**config.mk**
```make
export PLATFORM = sky130hd
export DESIGN_NAME = periodic_task_tick_scheduler_top
export DESIGN_NICKNAME = d
export VERILOG_FILES = /design/src/hdl/pts_pkg.sv /design/src/hdl/pts_ram.sv /design/src/hdl/pts_rsp.sv /design/src/hdl/pts_seq.sv /design/src/hdl/periodic_task_tick_scheduler_top.sv
export SDC_FILE = /design/constraint.sdc
export NUM_CORES = 1
export LEC_CHECK = 0
export ABC_AREA = 1
export BUFFER_PORTS_ARGS = -buffer_cell sky130_fd_sc_hd__clkbuf_2
export CAP_MARGIN = 25
export CORE_MARGIN = 2
export CORE_UTILIZATION = 30
export DETAILED_ROUTE_END_ITERATION = 10
export PLACE_DENSITY_LB_ADDON = 0.1
export SLEW_MARGIN = 15
export SYNTH_ARGS = -nofsm -noshare
export SYNTH_HDL_FRONTEND = slang
export SYNTH_SLANG_ARGS = --single-unit
```
**constraint.sdc**
```tcl
create_clock -name clk -period 3.59 [get_ports clk]
set_input_delay 1.077 -clock clk [delete_from_list [all_inputs] [get_ports clk]]
set_output_delay 1.077 -clock clk [all_outputs]
set_load 0.01 [all_outputs]
```
**src/hdl/pts_pkg.sv**
```systemverilog
// ----------------------------------------------------------------------------
// pts_pkg
// Shared types and codes for the periodic task tick scheduler.
// ----------------------------------------------------------------------------
package pts_pkg;

  // request codes
  localparam logic [1:0] REQ_CREATE   = 2'd0;
  localparam logic [1:0] REQ_TICK     = 2'd1;
  localparam logic [1:0] REQ_DISPATCH = 2'd2;

  // result kinds
  localparam logic [1:0] KIND_CREATE = 2'd0;
  localparam logic [1:0] KIND_TASK   = 2'd1;
  localparam logic [1:0] KIND_NONE   = 2'd2;

  // one slot entry in the table memory
  typedef struct packed {
    logic [15:0] period;
    logic [15:0] counter;
  } slot_entry_t;

  // one result item on its way to the output register
  typedef struct packed {
    logic [1:0] kind;
    logic       err;
    logic [2:0] idx;
    logic       last;
  } rsp_t;

  typedef enum logic [2:0] {
    S_IDLE,
    S_CREATE,
    S_NONE,
    S_TICK,
    S_DISP
  } state_t;

endpackage

```
**src/hdl/pts_ram.sv**
```systemverilog
// ----------------------------------------------------------------------------
// pts_ram
// Generic single-write, single-read RAM with registered read data.
// ----------------------------------------------------------------------------
module pts_ram #(
  parameter int WIDTH = 32,
  parameter int DEPTH = 8
) (
  input  logic                                   clk,
  input  logic                                   we,
  input  logic [((DEPTH > 1) ? $clog2(DEPTH) : 1)-1:0] waddr,
  input  logic [WIDTH-1:0]                       wdata,
  input  logic [((DEPTH > 1) ? $clog2(DEPTH) : 1)-1:0] raddr,
  output logic [WIDTH-1:0]                       rdata
);

  logic [WIDTH-1:0] mem [DEPTH];

  always_ff @(posedge clk) begin
    if (we) begin
      mem[waddr] <= wdata;
    end
    rdata <= mem[raddr];
  end

endmodule

```
**src/hdl/pts_rsp.sv**
```systemverilog
// ----------------------------------------------------------------------------
// pts_rsp
// Output register for result items; frees up as the receiver takes an item.
// ----------------------------------------------------------------------------
module pts_rsp (
  input  logic          clk,
  input  logic          rst,
  input  logic          push,
  input  pts_pkg::rsp_t push_data,
  output logic          free,
  input  logic          rsp_stall,
  output logic          rsp_valid,
  output logic [1:0]    result_kind,
  output logic          error_flag,
  output logic [2:0]    task_index,
  output logic          last
);
  import pts_pkg::*;

  rsp_t data;

  assign free = !rsp_valid || !rsp_stall;

  always_ff @(posedge clk) begin
    if (rst) begin
      rsp_valid <= 1'b0;
    end else if (push) begin
      rsp_valid <= 1'b1;
    end else if (!rsp_stall) begin
      rsp_valid <= 1'b0;
    end
  end

  // payload, no reset
  always_ff @(posedge clk) begin
    if (push) begin
      data <= push_data;
    end
  end

  assign result_kind = data.kind;
  assign error_flag  = data.err;
  assign task_index  = data.idx;
  assign last        = data.last;

endmodule

```
**src/hdl/pts_seq.sv**
```systemverilog
// ----------------------------------------------------------------------------
// pts_seq
// Request sequencer: slot flags, table read-modify-write walk for ticks and
// in-order slot scan for dispatch.
// ----------------------------------------------------------------------------
module pts_seq #(
  parameter int TASK_SLOTS = 8
) (
  input  logic                        clk,
  input  logic                        rst,
  input  logic                        req_valid,
  output logic                        req_stall,
  input  logic [1:0]                  req_type,
  input  logic [3:0]                  task_slot,
  input  logic [15:0]                 initial_delay,
  input  logic [15:0]                 period,
  input  logic                        has_task,
  input  logic                        rsp_free,
  output logic                        push,
  output pts_pkg::rsp_t               push_data,
  output logic                        ram_we,
  output logic [((TASK_SLOTS > 1) ? $clog2(TASK_SLOTS) : 1)-1:0] ram_waddr,
  output pts_pkg::slot_entry_t        ram_wdata,
  output logic [((TASK_SLOTS > 1) ? $clog2(TASK_SLOTS) : 1)-1:0] ram_raddr,
  input  pts_pkg::slot_entry_t        ram_rdata
);
  import pts_pkg::*;

  localparam int SLOT_W = (TASK_SLOTS > 1) ? $clog2(TASK_SLOTS) : 1;
  localparam int CNT_W  = $clog2(TASK_SLOTS + 1);

  state_t                 state, state_next;
  logic [CNT_W-1:0]       idx, idx_next;
  logic                   wb_vld, wb_vld_next;
  logic [SLOT_W-1:0]      wb_idx, wb_idx_next;
  logic [TASK_SLOTS-1:0]  valid_bits, valid_bits_next;
  logic [TASK_SLOTS-1:0]  ready_bits, ready_bits_next;
  logic                   create_err, create_err_next;

  logic                   accept;
  logic                   in_range;
  logic                   create_ok;
  logic [TASK_SLOTS-1:0]  pending;
  logic [SLOT_W-1:0]      cur;
  logic [3:0]             cur_ext;
  logic                   idx_live;
  logic                   higher_pending;

  assign req_stall = (state != S_IDLE);
  assign accept    = req_valid && (state == S_IDLE);
  assign in_range  = ({1'b0, task_slot} < 5'(TASK_SLOTS));
  assign create_ok = in_range && has_task;
  assign pending   = valid_bits & ready_bits;
  assign cur       = idx[SLOT_W-1:0];
  assign cur_ext   = 4'(cur);
  assign idx_live  = (idx < CNT_W'(TASK_SLOTS));
  assign ram_raddr = idx_live ? cur : '0;

  // any ready slot above the one under scan
  always_comb begin
    higher_pending = 1'b0;
    for (int j = 0; j < TASK_SLOTS; j++) begin
      if (j > int'(cur) && pending[j]) begin
        higher_pending = 1'b1;
      end
    end
  end

  always_ff @(posedge clk) begin
    if (rst) begin
      state      <= S_IDLE;
      idx        <= '0;
      wb_vld     <= 1'b0;
      valid_bits <= '0;
      ready_bits <= '0;
    end else begin
      state      <= state_next;
      idx        <= idx_next;
      wb_vld     <= wb_vld_next;
      valid_bits <= valid_bits_next;
      ready_bits <= ready_bits_next;
    end
  end

  always_ff @(posedge clk) begin
    wb_idx     <= wb_idx_next;
    create_err <= create_err_next;
  end

  always_comb begin
    state_next      = state;
    idx_next        = idx;
    wb_vld_next     = 1'b0;
    wb_idx_next     = wb_idx;
    valid_bits_next = valid_bits;
    ready_bits_next = ready_bits;
    create_err_next = create_err;
    push            = 1'b0;
    push_data       = '0;
    ram_we          = 1'b0;
    ram_waddr       = '0;
    ram_wdata       = '0;

    unique case (state)
      S_IDLE: begin
        if (accept) begin
          case (req_type)
            REQ_CREATE: begin
              create_err_next = !create_ok;
              state_next      = S_CREATE;
              if (create_ok) begin
                ram_we            = 1'b1;
                ram_waddr         = task_slot[SLOT_W-1:0];
                ram_wdata.period  = period;
                ram_wdata.counter = initial_delay;
                valid_bits_next[task_slot[SLOT_W-1:0]] = 1'b1;
                ready_bits_next[task_slot[SLOT_W-1:0]] = 1'b0;
              end
            end
            REQ_TICK: begin
              idx_next   = '0;
              state_next = S_TICK;
            end
            REQ_DISPATCH: begin
              idx_next   = '0;
              state_next = (|pending) ? S_DISP : S_NONE;
            end
            default: ;
          endcase
        end
      end

      S_CREATE: begin
        if (rsp_free) begin
          push           = 1'b1;
          push_data.kind = KIND_CREATE;
          push_data.err  = create_err;
          push_data.last = 1'b1;
          state_next     = S_IDLE;
        end
      end

      S_NONE: begin
        if (rsp_free) begin
          push           = 1'b1;
          push_data.kind = KIND_NONE;
          push_data.last = 1'b1;
          state_next     = S_IDLE;
        end
      end

      S_TICK: begin
        // read stage
        if (idx_live) begin
          wb_vld_next = 1'b1;
          wb_idx_next = cur;
          idx_next    = idx + CNT_W'(1);
        end
        // write-back stage, one slot behind the read
        if (wb_vld && valid_bits[wb_idx]) begin
          ram_we    = 1'b1;
          ram_waddr = wb_idx;
          if (ram_rdata.counter == 16'd0) begin
            ram_wdata.period  = ram_rdata.period;
            ram_wdata.counter = ram_rdata.period;
            ready_bits_next[wb_idx] = 1'b1;
          end else begin
            ram_wdata.period  = ram_rdata.period;
            ram_wdata.counter = ram_rdata.counter - 16'd1;
          end
        end
        if (!idx_live && !wb_vld) begin
          state_next = S_IDLE;
        end
      end

      S_DISP: begin
        if (pending[cur]) begin
          if (rsp_free) begin
            push           = 1'b1;
            push_data.kind = KIND_TASK;
            push_data.idx  = cur_ext[2:0];
            push_data.last = !higher_pending;
            ready_bits_next[cur] = 1'b0;
            if (higher_pending) begin
              idx_next = idx + CNT_W'(1);
            end else begin
              state_next = S_IDLE;
            end
          end
        end else begin
          idx_next = idx + CNT_W'(1);
        end
      end

      default: state_next = S_IDLE;
    endcase
  end

  a_push_free: assert property (@(posedge clk) disable iff (rst)
    push |-> rsp_free)
    else $error("result pushed into a full output register");

  a_disp_drained: assert property (@(posedge clk) disable iff (rst)
    (push && push_data.kind == KIND_TASK && push_data.last) |=> (pending == '0))
    else $error("ready slots left after final dispatched item");

  a_none_empty: assert property (@(posedge clk) disable iff (rst)
    (push && push_data.kind == KIND_NONE) |-> (pending == '0))
    else $error("no-task result while a slot is ready");

  a_tick_valid_wr: assert property (@(posedge clk) disable iff (rst)
    (ram_we && state == S_TICK) |-> valid_bits[ram_waddr])
    else $error("tick walk wrote an unused slot");

endmodule

```
**src/hdl/periodic_task_tick_scheduler_top.sv**
```systemverilog
// ----------------------------------------------------------------------------
// periodic_task_tick_scheduler_top
// Time-triggered cooperative scheduler: task slot table, tick and dispatch.
// ----------------------------------------------------------------------------
// Usage:
//   Request channel (req_valid / req_stall) carries one item: create a slot,
//   timer tick, or dispatch. Result channel (rsp_valid / rsp_stall) returns
//   result items; the last item caused by a request has last set.
//   Slot period and counter live in a small RAM (one read, one write port,
//   registered read). Valid and ready flags are flip-flops.
// Request port stall (what holds the port after accepting an item):
//   create   : until the result is loaded into the output register.
//   tick     : the RAM read-modify-write walk goes one slot per cycle over
//              every slot, write-back trailing the read by one slot, then
//              leaves the walk.
//   dispatch : the in-order scan up to the highest ready slot (at most
//              TASK_SLOTS slots), held further while the receiver stalls.
//   Unknown request codes are dropped in the accepting cycle.
// The output register lets the next request be accepted while a result still
// waits; a stalled receiver only holds the sequencer when another result has
// to be pushed.
// Reset (rst, synchronous) clears all slot valid and ready flags and the
// control state; the table RAM is not cleared and needs no clearing pass.
// ----------------------------------------------------------------------------
module periodic_task_tick_scheduler_top #(
  parameter int TASK_SLOTS = 8
) (
  input  logic        clk,
  input  logic        rst,
  // request channel
  input  logic        req_valid,
  output logic        req_stall,
  input  logic [1:0]  req_type,
  input  logic [3:0]  task_slot,
  input  logic [15:0] initial_delay,
  input  logic [15:0] period,
  input  logic        has_task,
  // result channel
  output logic        rsp_valid,
  input  logic        rsp_stall,
  output logic [1:0]  result_kind,
  output logic        error_flag,
  output logic [2:0]  task_index,
  output logic        last
);
  import pts_pkg::*;

  localparam int SLOT_W = (TASK_SLOTS > 1) ? $clog2(TASK_SLOTS) : 1;

  logic              rsp_free;
  logic              push;
  rsp_t              push_data;
  logic              ram_we;
  logic [SLOT_W-1:0] ram_waddr;
  slot_entry_t       ram_wdata;
  logic [SLOT_W-1:0] ram_raddr;
  slot_entry_t       ram_rdata;

  // sequencer: flags, tick walk, dispatch scan
  pts_seq #(
    .TASK_SLOTS (TASK_SLOTS)
  ) u_seq (
    .clk           (clk),
    .rst           (rst),
    .req_valid     (req_valid),
    .req_stall     (req_stall),
    .req_type      (req_type),
    .task_slot     (task_slot),
    .initial_delay (initial_delay),
    .period        (period),
    .has_task      (has_task),
    .rsp_free      (rsp_free),
    .push          (push),
    .push_data     (push_data),
    .ram_we        (ram_we),
    .ram_waddr     (ram_waddr),
    .ram_wdata     (ram_wdata),
    .ram_raddr     (ram_raddr),
    .ram_rdata     (ram_rdata)
  );

  // slot table: period and counter per slot
  pts_ram #(
    .WIDTH ($bits(slot_entry_t)),
    .DEPTH (TASK_SLOTS)
  ) u_table (
    .clk   (clk),
    .we    (ram_we),
    .waddr (ram_waddr),
    .wdata (ram_wdata),
    .raddr (ram_raddr),
    .rdata (ram_rdata)
  );

  // result register toward the receiver
  pts_rsp u_rsp (
    .clk         (clk),
    .rst         (rst),
    .push        (push),
    .push_data   (push_data),
    .free        (rsp_free),
    .rsp_stall   (rsp_stall),
    .rsp_valid   (rsp_valid),
    .result_kind (result_kind),
    .error_flag  (error_flag),
    .task_index  (task_index),
    .last        (last)
  );

endmodule

```
==> results.txt, run 1 <==
The flow ran to the end, and the final reports show no timing, DRC or antenna violations. TritonCTS built the clock tree. For the H-tree depth, the log shows 2. STA classifies the critical path startpoint as a register. The worst-case hold path end point was u_seq.valid_bits[2]$_SDFFE_PP0P_. TritonCTS buffer count: 38.

The sum of routed wire segments on met1 is 19.03 mm. The detail route stage leaves a number of antenna-violating nets equal to 0. Sorting the synthesized cells by area gives the leading types as sky130_fd_sc_hd__edfxtp_1 58%, sky130_fd_sc_hd__dfxtp_1 8.2%, sky130_fd_sc_hd__nand2_1 5.2%, sky130_fd_sc_hd__o21ai_0 3.9%, sky130_fd_sc_hd__nor2_1 3.5%. The total grt overflow was 0; the maximum cell stage delay along the critical path was 0.62 ns. Among cell families on the critical path, the largest total delay comes from compound AO/OA/AOI/OAI gates. Total placed cells including tap cells: 1891. The worst flop-to-flop path endpoint was u_table.mem[1][3]$_DFFE_PP_. The region available for standard cell placement spans 45580 um2. Internal power contribution: 0.007234 W. Together, buffers and inverters on the worst path number 3. Setup repair after global routing left no endpoint under its margin. Starting density of the core: 0.3046. The cell with the most instances on the worst path is sky130_fd_sc_hd__inv_2.

The routed design could run at a clock period as short as 2.943 ns. The logs give 9462 for the total via count after detailed routing and 0 for the count of maximum capacitance violations. Synthesis produced 1269 cells. The run gives 0.1667 as the overall fraction of global-route tracks in use.

The wire-length estimate of the detail-placed layout is 24.29 mm. STA puts the critical path data required time at 3.83 ns. In this run the worst hold path is classified as reg -> reg.

Setup violations remaining at the end of the flow were counted as 0. For the Yosys warning count, the log shows 0. Static timing analysis puts the maximum clock frequency at 339.8 MHz.

The leakage component of the power is 5.835 nW. The area growth from synthesis to final layout works out to 17.20%. The detailed route wirelength on metal3 is 1.729 mm, and the post-route total power is 0.01061 W.

The pin slew with the least headroom to its limit works out to 0.8340 ns. After detailed routing, the number of remaining DRC violations is 0. The clock-pin slew of the registers on the worst-case setup and hold paths was 0.06 ns; the average footprint of a synthesized cell was 10.94 um2. During placement, the flow inserted port buffers numbering 51.

The quantity of hold-fixing buffers added after cts was 0; the share of the synthesized area in the top cell type was 0.5775. The wire length reported by the detailed router is 39.44 mm, and the number of unique standard cell types used by synthesis is 38. The tools report the end-of-flow core utilization as 0.3570. The worst register-to-register path begins at u_seq.wb_idx[0]$_DFFE_PP_.

0 antenna diodes ended up in the layout. The number of search-and-repair iterations in the first detailed-routing pass was 5. Summing all non-filler instances in the final layout gives an area of 16270 um2. The floorplan has 78 rows. Buffers added to address setup during post-CTS repair amount to 0. The maximum ir drop on the vdd rail was 0.3347 mV. The number of gates resized after cts is 0, and the cell count of the worst reg-to-reg path is 9. The clock arrives with 0.02385 ns of skew. The final net count came out at 1382.

Part of the total power dissipated in sequential elements: 0.441. The sequential fraction of the synthesis area was 0.6597. Share of total power consumed by net switching: 0.3183.

The starting DRC count in detailed routing was 748. The combinational share of power is 0.211, and the number of synthesized register bits is 324. Summing all placed instances gives a cell area of 15080 um2. Of all cell types, the one taking the most synthesized area is sky130_fd_sc_hd__edfxtp_1.

The clock net sink count is 324, and the setup slack after placement is 0.4074 ns. Via count of the first global-routing pass: 9207. The worst slew margin relative to its limit was 0.4419.

The tree is rooted in a sky130_fd_sc_hd__clkbuf_16. On the critical path, the stage with the largest delay is an instance of sky130_fd_sc_hd__o21ai_1. The post-route fraction of the period consumed by the critical path is 0.8197, and the cell area after technology mapping is 13880 um2. The critical path goes through inv_2, nand2_1, nand3b_1, nand4_1, nand3_1, inv_2, buf_12, o21ai_0, o21ai_1.

The tools report the global-route wire length before repair as 59.32 mm. The maximum number of pins on one net before global-route repair is 56, and the maximum fanout along the worst path is 17. The run gives 48010 um2 as the overall die area.

In this run the most critical hold path is launched from u_seq.valid_bits[2]$_SDFFE_PP0P_. The number of hold violations in the final report was 0. In this run the vertical extent of the chip is 219.1 um.

Clock latency on the worst-skew pair, taken at its later pin, is 0.55 ns. After detailed routing, the average wire length per cell comes to 20.11 um. The die is 219.1 um wide. Routability-driven placement finished with a final weighted congestion of 0.7983. The run gives 17.96 mm as the met2 wirelength from detailed routing.

Layout cell share with drive strength beyond 1: 0.1477. The number of buffers between clock root and the deepest sink was 3; the average vias per placed instance was 4.825. Share of total power in the clock network: 0.348. The type of the worst setup path is reg -> reg.

Total power density per cell area: 652.2 nW/um2. The number of nets produced by synthesis was 1320. The power dissipated by switching net loads was 0.003378 W; the total count of max-transition violations in the final report was 0.

Non-filler instance count after layout: 1961. The worst setup path is captured at a register. 52 I/O pins were placed. The number of antenna violations at the first check in global routing was 0. Routed signal wires occupy layers up through met4. The worst hold path was traced through 2 stages. STA puts the critical path data arrival time at 3.19 ns.

Once routing completed, OpenROAD measured the worst setup slack at 0.6472 ns. The minimum setup slack among reg-to-reg paths is 0.65 ns.
[through the flow]
| step | setup TNS (ns) | hold WS (ns) |
|---|---|---|
| floorplan | -0.9622 | 0.4379 |
| global placement | 0 | 0.4674 |
| detailed placement | 0 | 0.4689 |
| CTS | 0 | 0.4778 |
| global route | 0 | 0.5120 |
| finish | 0 | 0.4783 |
[logic make-up after synthesis]
logic type,after synthesis,synth area share
xor+xnor,12,0.007570
fa+ha+maj,8,0.007210
buf+inv,165,0.04894
simple gates,419,0.1291
flops,324,0.6597
compound gates,341,0.1474
[metal layers]
metal,vias up,GRT usage
met1,4594,0.2368
met4,0,0.04707
met5,-,0
met2,173,0.2615
met3,43,0.02869
li1,4652,-
[placed cells by master, fill, tap and decap left out, types with 3 or more instances in the layout]
cell / count
sky130_fd_sc_hd__edfxtp_1: 267
sky130_fd_sc_hd__nand2_1: 192
sky130_fd_sc_hd__nor2_1: 123
sky130_fd_sc_hd__o21ai_0: 107
sky130_fd_sc_hd__inv_1: 87
sky130_fd_sc_hd__a21oi_1: 81
sky130_fd_sc_hd__dfxtp_1: 55
sky130_fd_sc_hd__nand3_1: 52
sky130_fd_sc_hd__clkbuf_2: 51
sky130_fd_sc_hd__clkbuf_16: 39
sky130_fd_sc_hd__o221ai_1: 32
sky130_fd_sc_hd__o21a_1: 32
sky130_fd_sc_hd__a31oi_1: 32
sky130_fd_sc_hd__o21ai_1: 27
sky130_fd_sc_hd__buf_4: 27
sky130_fd_sc_hd__nor2_4: 13
sky130_fd_sc_hd__a22o_1: 11
sky130_fd_sc_hd__nor3_1: 11
sky130_fd_sc_hd__buf_12: 11
sky130_fd_sc_hd__nand2_2: 10
sky130_fd_sc_hd__clkinv_2: 10
sky130_fd_sc_hd__a21oi_2: 9
sky130_fd_sc_hd__inv_2: 8
sky130_fd_sc_hd__ha_1: 8
sky130_fd_sc_hd__clkinv_1: 7
sky130_fd_sc_hd__xor2_1: 7
sky130_fd_sc_hd__clkbuf_1: 7
sky130_fd_sc_hd__o211ai_1: 6
sky130_fd_sc_hd__nand4_1: 5
sky130_fd_sc_hd__xnor2_1: 5
sky130_fd_sc_hd__nor2_2: 4
sky130_fd_sc_hd__a21o_1: 4
sky130_fd_sc_hd__clkbuf_8: 3
[state kept, by name, indices dropped and copies added, names as in the netlist]
register	count
u_rsp.last	1
u_rsp.error_flag	1
u_rsp.result_kind	2
u_table.mem	256
u_rsp.task_index	3
u_seq.state	3
u_seq.idx	4
u_seq.ready_bits	8
u_seq.valid_bits	8
u_table.rdata	32
u_seq.wb_vld	1
u_seq.create_err	1
u_rsp.rsp_valid	1
u_seq.wb_idx	3
[synthesized netlist by cell type, drive strengths merged]
library cell  instances
nand3b                2
o21a                 32
clkinv                1
a21oi                90
a21o                  4
clkbuf               36
nand4                 5
o211ai                6
a22o                 11
xor2                  7
or2                   1
o21ai               134
buf                  31
nand3                55
xnor2                 5
inv                  97
a31oi                32
o221ai               32
edfxtp              267
nor2                140
nand2               204
dfxtp                57
nor3                 12
ha                    8
[layout make-up]
type,instances,area (um2)
Sequential cell,324,9164
Clock buffer,49,1044
Tap cell,600,750.7
Fill cell,4529,29310
Inverter,98,372.9
Clock inverter,21,146.4
Timing Repair Buffer,89,678.2
Multi-Input combinational cell,780,4115
[worst min-delay path, cell delays in order, from the launching register on]
cell                      delay, ns
sky130_fd_sc_hd__dfxtp_1       0.31
sky130_fd_sc_hd__inv_1         0.06
sky130_fd_sc_hd__a21oi_1       0.06
[power by group through the flow]
stage	Sequential, W	Clock [W]	Combinational (W)
3_5_place_dp	0.00476	0	0.00227
5_1_grt	0.00471	0.00394	0.00252
3_3_place_gp	0.00476	0	0.00228
4_1_cts	0.00468	0.00381	0.00228
6_report	0.00468	0.00369	0.00224
2_1_floorplan	0.00458	0	0.00160
[how the worst max path moves through the flow]
stage                                          from                            to  cells past startpoint
final                     u_seq.wb_idx[0]$_DFFE_PP_   u_table.mem[1][3]$_DFFE_PP_                      9
after CTS                 u_seq.wb_idx[0]$_DFFE_PP_  u_table.mem[7][11]$_DFFE_PP_                     11
after global routing      u_seq.wb_idx[0]$_DFFE_PP_   u_table.mem[3][0]$_DFFE_PP_                      9
after detailed placement                req_type[0]  u_table.mem[4][21]$_DFFE_PP_                     11
after floorplan                         req_type[0]   u_table.mem[1][0]$_DFFE_PP_                     10
after global placement                  req_type[0]  u_table.mem[4][18]$_DFFE_PP_                     11
Power figures use the tool's default switching activity.
==> inputs of run 2 (changes only) <==
==> constraint.sdc (replaced) <==
create_clock -name clk -period 2.8 [get_ports clk]
set_input_delay 0.84 -clock clk [delete_from_list [all_inputs] [get_ports clk]]
set_output_delay 0.84 -clock clk [all_outputs]
set_load 0.01 [all_outputs]
==> results.txt, run 2 (synthesis gave the netlist of run 1 again) <==
The instance count along the most critical hold path was 2 (unchanged). TritonCTS buffer count: 40 (+5.3%). The run gives 0.01381 W (+30%) as the post-route total power. The tightest min-delay check is of the reg -> reg type. Overall fraction of global-route tracks in use: 0.1778 (+0.01111).

The run gives 2.78 ns (-0.41 ns) as the arrival time reported for the critical path endpoint. The run gives 0.02063 ns (-0.003222 ns) as the post-route clock skew. The critical path required time came out at 3.04 ns (-0.79 ns). The maximum number of pins on one net before global-route repair is 58 (+3.6%). The worst setup path is captured at a register.

The number of search-and-repair iterations in the first detailed-routing pass came out at 10 (+5). In the layout the commonest cells are 267 x sky130_fd_sc_hd__edfxtp_1, 192 x sky130_fd_sc_hd__nand2_1, 123 x sky130_fd_sc_hd__nor2_1. The area growth from synthesis to layout is 19.97%.

For the finished layout cell area, the log shows 16660 um2 (+2.4%). The most common cell after layout, fill and taps aside was sky130_fd_sc_hd__edfxtp_1. The part of the total power dissipated in sequential elements was 0.434 (-0.007). The share of total power consumed by net switching is 0.3179 (-0.0003817), and the number of input and output port buffers inserted is 51 (unchanged).

The logs give 45580 um2 (unchanged) for the core area and 0.347 (about the same) for the share of total power in the clock network. TritonCTS built the clock tree. Counting flops per register, the top entry is u_table.mem. The run gives 394.9 MHz (+16%) as the highest clock rate. The cell at the root of the clock tree is sky130_fd_sc_hd__clkbuf_16.

The flow ran to the end, and the final reports show no timing, DRC or antenna violations. Cell count of the worst reg-to-reg path: 11 (+2). The run gives 0.3046 (unchanged) as the starting density of the core. Placed wire-length estimate after detailed placement: 26.80 mm (+10%). STA classifies the critical path startpoint as a register. The run gives 52 (unchanged) as the count of pins on the block boundary. Routed length per instance: 20.70 um (+2.9%). The largest registers in the layout are u_table.mem (256), u_table.rdata (32). The number of diodes was 0 (unchanged).

The logs give 324 (unchanged) for the clock net sink count and 0 (unchanged) for the number of remaining DRC errors. The run gives 0.27 ns (-0.38 ns) as the minimum setup slack among reg-to-reg paths. The run gives 48010 um2 (unchanged) as the overall die area. The number of gates resized after cts came out at 0 (unchanged). The logs give 1998 (+1.9%) for the non-filler instance count after layout and 0.009421 W (+30%) for the internal power contribution.

The die boundary width works out to 219.1 um (unchanged). The area of the multi-input gates was 4115 um2 (unchanged). The setup slack after placement is -0.06022 ns (-0.4676 ns).

The final critical-path setup slack is 0.2678 ns (-0.3794 ns), and the average vias per placed instance is 4.809 (-0.33%). The via count of the first global-routing pass was 9794 (+6.4%); the total count of max-transition violations in the final report was 0 (unchanged). The wire length reported by the detailed router is 41.36 mm (+4.9%).

The vertical die dimension was 219.1 um (unchanged). The global-route wire length before repair was 62.76 mm (+5.8%); the maximum ir drop on the vdd rail was 0.4157 mV (+24%). The leakage component of the power came out at 6.040 nW (+3.5%). The run gives 1418 (+2.6%) as the final net count. Total via count after detailed routing: 9609 (+1.6%).

The quantity of hold-fixing buffers added after cts is 0 (unchanged). The starting DRC count in detailed routing was 743 (-0.67%). The pin slew with the least headroom to its limit is 0.8845 ns (+0.05052 ns), and the final critical delay including setup and external delays is 2.532 ns (-0.4106 ns).

For the combinational share of power, the log shows 0.219 (+0.008). The placed standard-cell area came out at 15450 um2 (+2.4%). The layout cell share with drive strength beyond 1 works out to 0.1652 (+0.01755). The total placed cells including tap cells is 1925 (+1.8%). H-tree depth: 2 (unchanged). Maximum fanout along the worst path: 9 (-8).

Setup repair after global routing left no endpoint under its margin. For the end-of-flow core utilization, the log shows 0.3655 (+0.008455). Last weighted congestion value of the routability-driven placer: 0.8032 (+0.61%). The power dissipated by switching net loads was 0.004391 W (+30%); the total power density per cell area was 829.3 nW/um2 (+27%). The critical path is of the reg -> reg type. The tools report the remaining number of nets flagged by the antenna check after routing as 0 (unchanged). The clock latency on the worst-skew pair is 0.55 ns (about the same), and the total grt overflow is 0 (unchanged). The post-route fraction of the period consumed by the critical path was 0.9044 (+0.08464). Number of antenna violations at the first check in global routing: 0 (unchanged).

The sequential standard cell area is 9164 um2 (unchanged), and the number of buffers between clock root and the deepest sink is 3 (unchanged). The filler cell count in the final layout is 4546 (+0.38%). The worst hold path begins at u_seq.valid_bits[2]$_SDFFE_PP0P_. The tools report the worst flop-to-flop path startpoint as u_seq.wb_idx[0]$_DFFE_PP_. The flip-flop count of the largest register, all copies and words added is 256 (unchanged), and the count of maximum capacitance violations is 0 (unchanged). The number of hold violations in the final report was 0 (unchanged). The clock-pin slew of the registers on the worst-case setup and hold paths came out at 0.05 ns (about the same). The worst slew margin relative to its limit is 0.4041 (-0.03786), and the number of cell rows is 78 (unchanged).

The setup fix buffers added after clock tree synthesis was 0 (unchanged). The endpoint identified for the worst register-to-register timing path is u_table.mem[3][15]$_DFFE_PP_. The tools report the final setup violation count as 0 (unchanged). The path with the worst hold slack has its endpoint at u_seq.valid_bits[2]$_SDFFE_PP0P_.
## run 2: changes by cell type in the layout (fill, tap and decap cells not counted), sizes merged
cell,change
buf,+34
clkbuf,+8
clkinv,-2
clkinvlp,-2
inv,-1
## run 2: how the worst max path moves through the flow
stage	from	to	slack, ns	cells past startpoint
2_1_floorplan	req_type[0]	u_table.mem[7][0]$_DFFE_PP_	-0.09	10
3_3_place_gp	req_type[0]	u_table.mem[3][22]$_DFFE_PP_	-0.03	12
3_5_place_dp	req_type[0]	u_table.mem[3][28]$_DFFE_PP_	-0.06	12
4_1_cts	u_seq.wb_idx[0]$_DFFE_PP_	u_table.mem[3][12]$_DFFE_PP_	0.26	11
5_1_grt	u_seq.wb_idx[2]$_DFFE_PP_	u_table.mem[3][14]$_DFFE_PP_	0.06	11
6_report	u_seq.wb_idx[0]$_DFFE_PP_	u_table.mem[3][15]$_DFFE_PP_	0.27	11
## run 2: final cells by class
type                       count  share of cell area
clock buffer                  57             0.06573
clock inverter                16            0.006761
inverter                      98             0.02239
multi-input combinational    780              0.2471
sequential                   324              0.5502
tap                          600             0.04507
timing repair buffer         123             0.06280
## run 2: critical path: stages (launching register included)
cell and delay, ns:
sky130_fd_sc_hd__edfxtp_1 0.53, sky130_fd_sc_hd__buf_4 0.22, sky130_fd_sc_hd__nand2_1 0.06, sky130_fd_sc_hd__nand3b_1 0.08, sky130_fd_sc_hd__nand4_1 0.12, sky130_fd_sc_hd__nand3_1 0.16
sky130_fd_sc_hd__inv_2 0.18, sky130_fd_sc_hd__nand2_1 0.10, sky130_fd_sc_hd__nand2_1 0.11, sky130_fd_sc_hd__inv_1 0.16, sky130_fd_sc_hd__nor2_4 0.24, sky130_fd_sc_hd__buf_4 0.27
## run 2: power by group through the flow
stage	clock network, W	logic (W)	registers [W]
floorplan	0	0.00205	0.00587
detailed placement	0	0.00308	0.00610
global route	0.00515	0.00340	0.00605
CTS	0.00495	0.00310	0.00601
global placement	0	0.00310	0.00610
finish	0.00479	0.00303	0.00600
## run 2: metal layers
metal | global-route usage | share of wire
met2 | 0.2898 | 0.47
met1 | 0.2444 | 0.47
met3 | 0.02647 | 0.042
met5 | 0 | 0
met4 | 0.05473 | 0.020
## run 2: metrics by stage
step | hold WS, ns | TNS, ns
6_report | 0.4761 | 0
5_1_grt | 0.4966 | 0
4_1_cts | 0.4807 | 0
3_5_place_dp | 0.4720 | -0.8236
3_3_place_gp | 0.4708 | -0.3527
2_1_floorplan | 0.4379 | -15.41
==> inputs of run 3 (changes only) <==
--- a/config.mk
+++ b/config.mk
@@ -9,7 +9,7 @@
 export BUFFER_PORTS_ARGS = -buffer_cell sky130_fd_sc_hd__clkbuf_2
 export CAP_MARGIN = 25
 export CORE_MARGIN = 2
-export CORE_UTILIZATION = 30
+export CORE_UTILIZATION = 45
 export DETAILED_ROUTE_END_ITERATION = 10
 export PLACE_DENSITY_LB_ADDON = 0.1
 export SLEW_MARGIN = 15
==> results.txt, run 3 (synthesis gave the netlist of run 1 again) <==
TritonCTS built the clock tree. The run finished with clean final reports. Relative to the synthesized area, the layout overhead comes to 16.82%. The flip-flop count of the largest register, all copies and words added works out to 256 (unchanged).

The logs give 0.3523 ns (+0.08456 ns) for the final critical-path setup slack and -0.01749 ns (+0.04273 ns) for the setup slack after placement. Maximum fanout along the worst path: 21 (+12). The post-route clock skew came out at 0.01923 ns (-0.001399 ns). The tools report the critical path required time as 3.03 ns (about the same).

The top cell types in the final layout, fill and taps aside, are 267 x sky130_fd_sc_hd__edfxtp_1, 192 x sky130_fd_sc_hd__nand2_1, 123 x sky130_fd_sc_hd__nor2_1. Number of hold violations in the final report: 0 (unchanged). The quantity of hold-fixing buffers added after cts is 0 (unchanged), and the sum of routed wire segments on met1 is 16.58 mm (-15%).

The vertical die dimension was 179.6 um (-18%); the final critical delay including setup and external delays was 2.448 ns (-0.08456 ns). The H-tree depth was 2 (unchanged); the post-route fraction of the period consumed by the critical path was 0.8742 (-0.03020). Starting density of the core: 0.4551 (+0.1504). The pin slew with the least headroom to its limit was 0.8802 ns (-0.004365 ns). The run gives 22.56 mm (-16%) as the placed wire-length estimate after detailed placement.

In the final layout, the registers with the most flip-flops are u_table.mem (256), u_table.rdata (32). The core area was 30510 um2 (-33%); the count of maximum capacitance violations was 0 (unchanged). The detailed router used layers up to and including met4. The maximum ir drop on the vdd rail is 0.5046 mV (+21%). The logs give 55.31 mm (-12%) for the global-route wire length before repair and 890 (+20%) for the starting DRC count in detailed routing. The average vias per placed instance is 5.504 (+14%), and the cell count of the worst reg-to-reg path is 11 (unchanged). The total count of max-transition violations in the final report is 0 (unchanged). The total power density per cell area is 843.5 nW/um2 (+1.7%), and the worst slew margin relative to its limit is 0.4132 (+0.009142). The number of buffers between clock root and the deepest sink is 3 (unchanged). The routed length per instance was 20.34 um (-1.7%); the detailed route wirelength on metal3 was 1.718 mm (-0.35%). The clock latency on the worst-skew pair was 0.53 ns (-0.02 ns). The critical path capture point type is a register.

Number of diodes: 0 (unchanged). Via count of the first global-routing pass: 9430 (-3.7%). The layout cell share with drive strength beyond 1 was 0.1534 (-0.01184).

The number of search-and-repair iterations in the first detailed-routing pass was 6 (-4); the final net count was 1392 (-1.8%). The logs give 35.90 mm (-13%) for the wire length reported by the detailed router and 36 (-10%) for the TritonCTS buffer count. Clock-pin slew of the registers on the worst-case setup and hold paths: 0.06 ns (about the same). Clock net sink count: 324 (unchanged).

The number of cell rows is 64 (-18%). The critical path in this run is classified as reg -> reg. The last weighted congestion value of the routability-driven placer was 0.8465 (+5.4%); the instance count along the most critical hold path was 2 (unchanged). More flip-flops sit in one register than any other, and that register is u_table.mem.

The library cell used most frequently in the layout, excluding fill and tap cells, is sky130_fd_sc_hd__edfxtp_1. The end-of-flow core utilization was 0.5316 (+0.1661); the remaining number of nets flagged by the antenna check after routing was 0 (unchanged). The tools report the total via count after detailed routing as 9714 (+1.1%).

For the final setup violation count, the log shows 0 (unchanged). CTS placed an instance of sky130_fd_sc_hd__clkbuf_16 at the clock tree root. The path class of the tightest hold or removal check is reg -> reg. Sort of element at the start of the critical path: a register.

The number of input and output port buffers inserted is 51 (unchanged), and the number of antenna violations at the first check in global routing is 0 (unchanged). The overall die area is 32270 um2 (-33%). For the arrival time reported for the critical path endpoint, the log shows 2.68 ns (-0.10 ns). Setup repair after global routing left no endpoint under its margin. The count of pins on the block boundary came out at 52 (unchanged).

The highest clock rate was 408.6 MHz (+3.5%); the maximum number of pins on one net before global-route repair was 66 (+14%). The logs give 0 (unchanged) for the total grt overflow and 0.2212 (+0.04340) for the overall fraction of global-route tracks in use. Met2 wirelength from detailed routing: 16.64 mm (-14%). The leakage component of the power is 5.931 nW (-1.8%). For the number of remaining DRC errors, the log shows 0 (unchanged). The die boundary width came out at 179.6 um (-18%).
run 3: metrics by stage:
stage               TNS, ns  power, W  hold WS [ns]  cell area (um2)  cells
finish                    0   0.01368        0.4883            16220   1765
global route              0   0.01432        0.5063            16220   1765
CTS                       0   0.01378        0.4870            16220   1765
detailed placement  -0.3113  0.008995        0.4784            15010   1699
global placement          0  0.008993        0.4661            15010   1699
floorplan            -15.41  0.007915        0.4379            13900   1269
run 3: worst paths after layout:
kind	start	slack, ns	to
min reg2reg	u_seq.valid_bits[7]$_SDFFE_PP0P_	0.49	u_seq.valid_bits[7]$_SDFFE_PP0P_
max reg2reg	u_seq.wb_idx[0]$_DFFE_PP_	0.35	u_table.mem[3][16]$_DFFE_PP_
max	u_seq.wb_idx[0]$_DFFE_PP_	0.35	u_table.mem[3][16]$_DFFE_PP_
min	u_seq.valid_bits[7]$_SDFFE_PP0P_	0.49	u_seq.valid_bits[7]$_SDFFE_PP0P_
run 3: per-layer routing:
metal | up-vias | global-route usage
li1 | 4660 | -
met4 | 0 | 0.06569
met5 | - | 0
met2 | 268 | 0.3549
met3 | 69 | 0.03302
met1 | 4717 | 0.3137
run 3: area by class of cell:
type                       count  area [um2]
clock buffer                  54        1040
clock inverter                12       165.2
fill                        2663       14290
inverter                      98       372.9
multi-input combinational    780        4115
sequential                   324        9161
tap                          396       495.5
timing repair buffer         101       868.3
run 3: repair_timing:
action	4_1_cts	5_1_grt
gates resized for setup	0	1
endpoints found under the hold margin	0	0
buffers inserted	0	0
endpoints found under the setup margin	0	8
run 3: worst max-delay path, cell delays in order, from the launching register on:
cell and delay [ns]:
sky130_fd_sc_hd__edfxtp_1 0.58, sky130_fd_sc_hd__inv_2 0.15, sky130_fd_sc_hd__nand2_1 0.10, sky130_fd_sc_hd__nand3b_1 0.09
sky130_fd_sc_hd__nand4_1 0.14, sky130_fd_sc_hd__nand3_1 0.14, sky130_fd_sc_hd__inv_2 0.13, sky130_fd_sc_hd__nand2_1 0.08
sky130_fd_sc_hd__nand2_1 0.12, sky130_fd_sc_hd__inv_1 0.17, sky130_fd_sc_hd__nor2_4 0.23, sky130_fd_sc_hd__buf_12 0.22
run 3: power breakdown:
group	total, W	internal (W)	switching (W)	leakage [nW]
combinational	0.00291	0.00102	0.00190	2.43
sequential	0.00599	0.00556	0.000432	2.90
clock	0.00477	0.00288	0.00190	0.595
total	0.0137	0.00945	0.00423	5.93
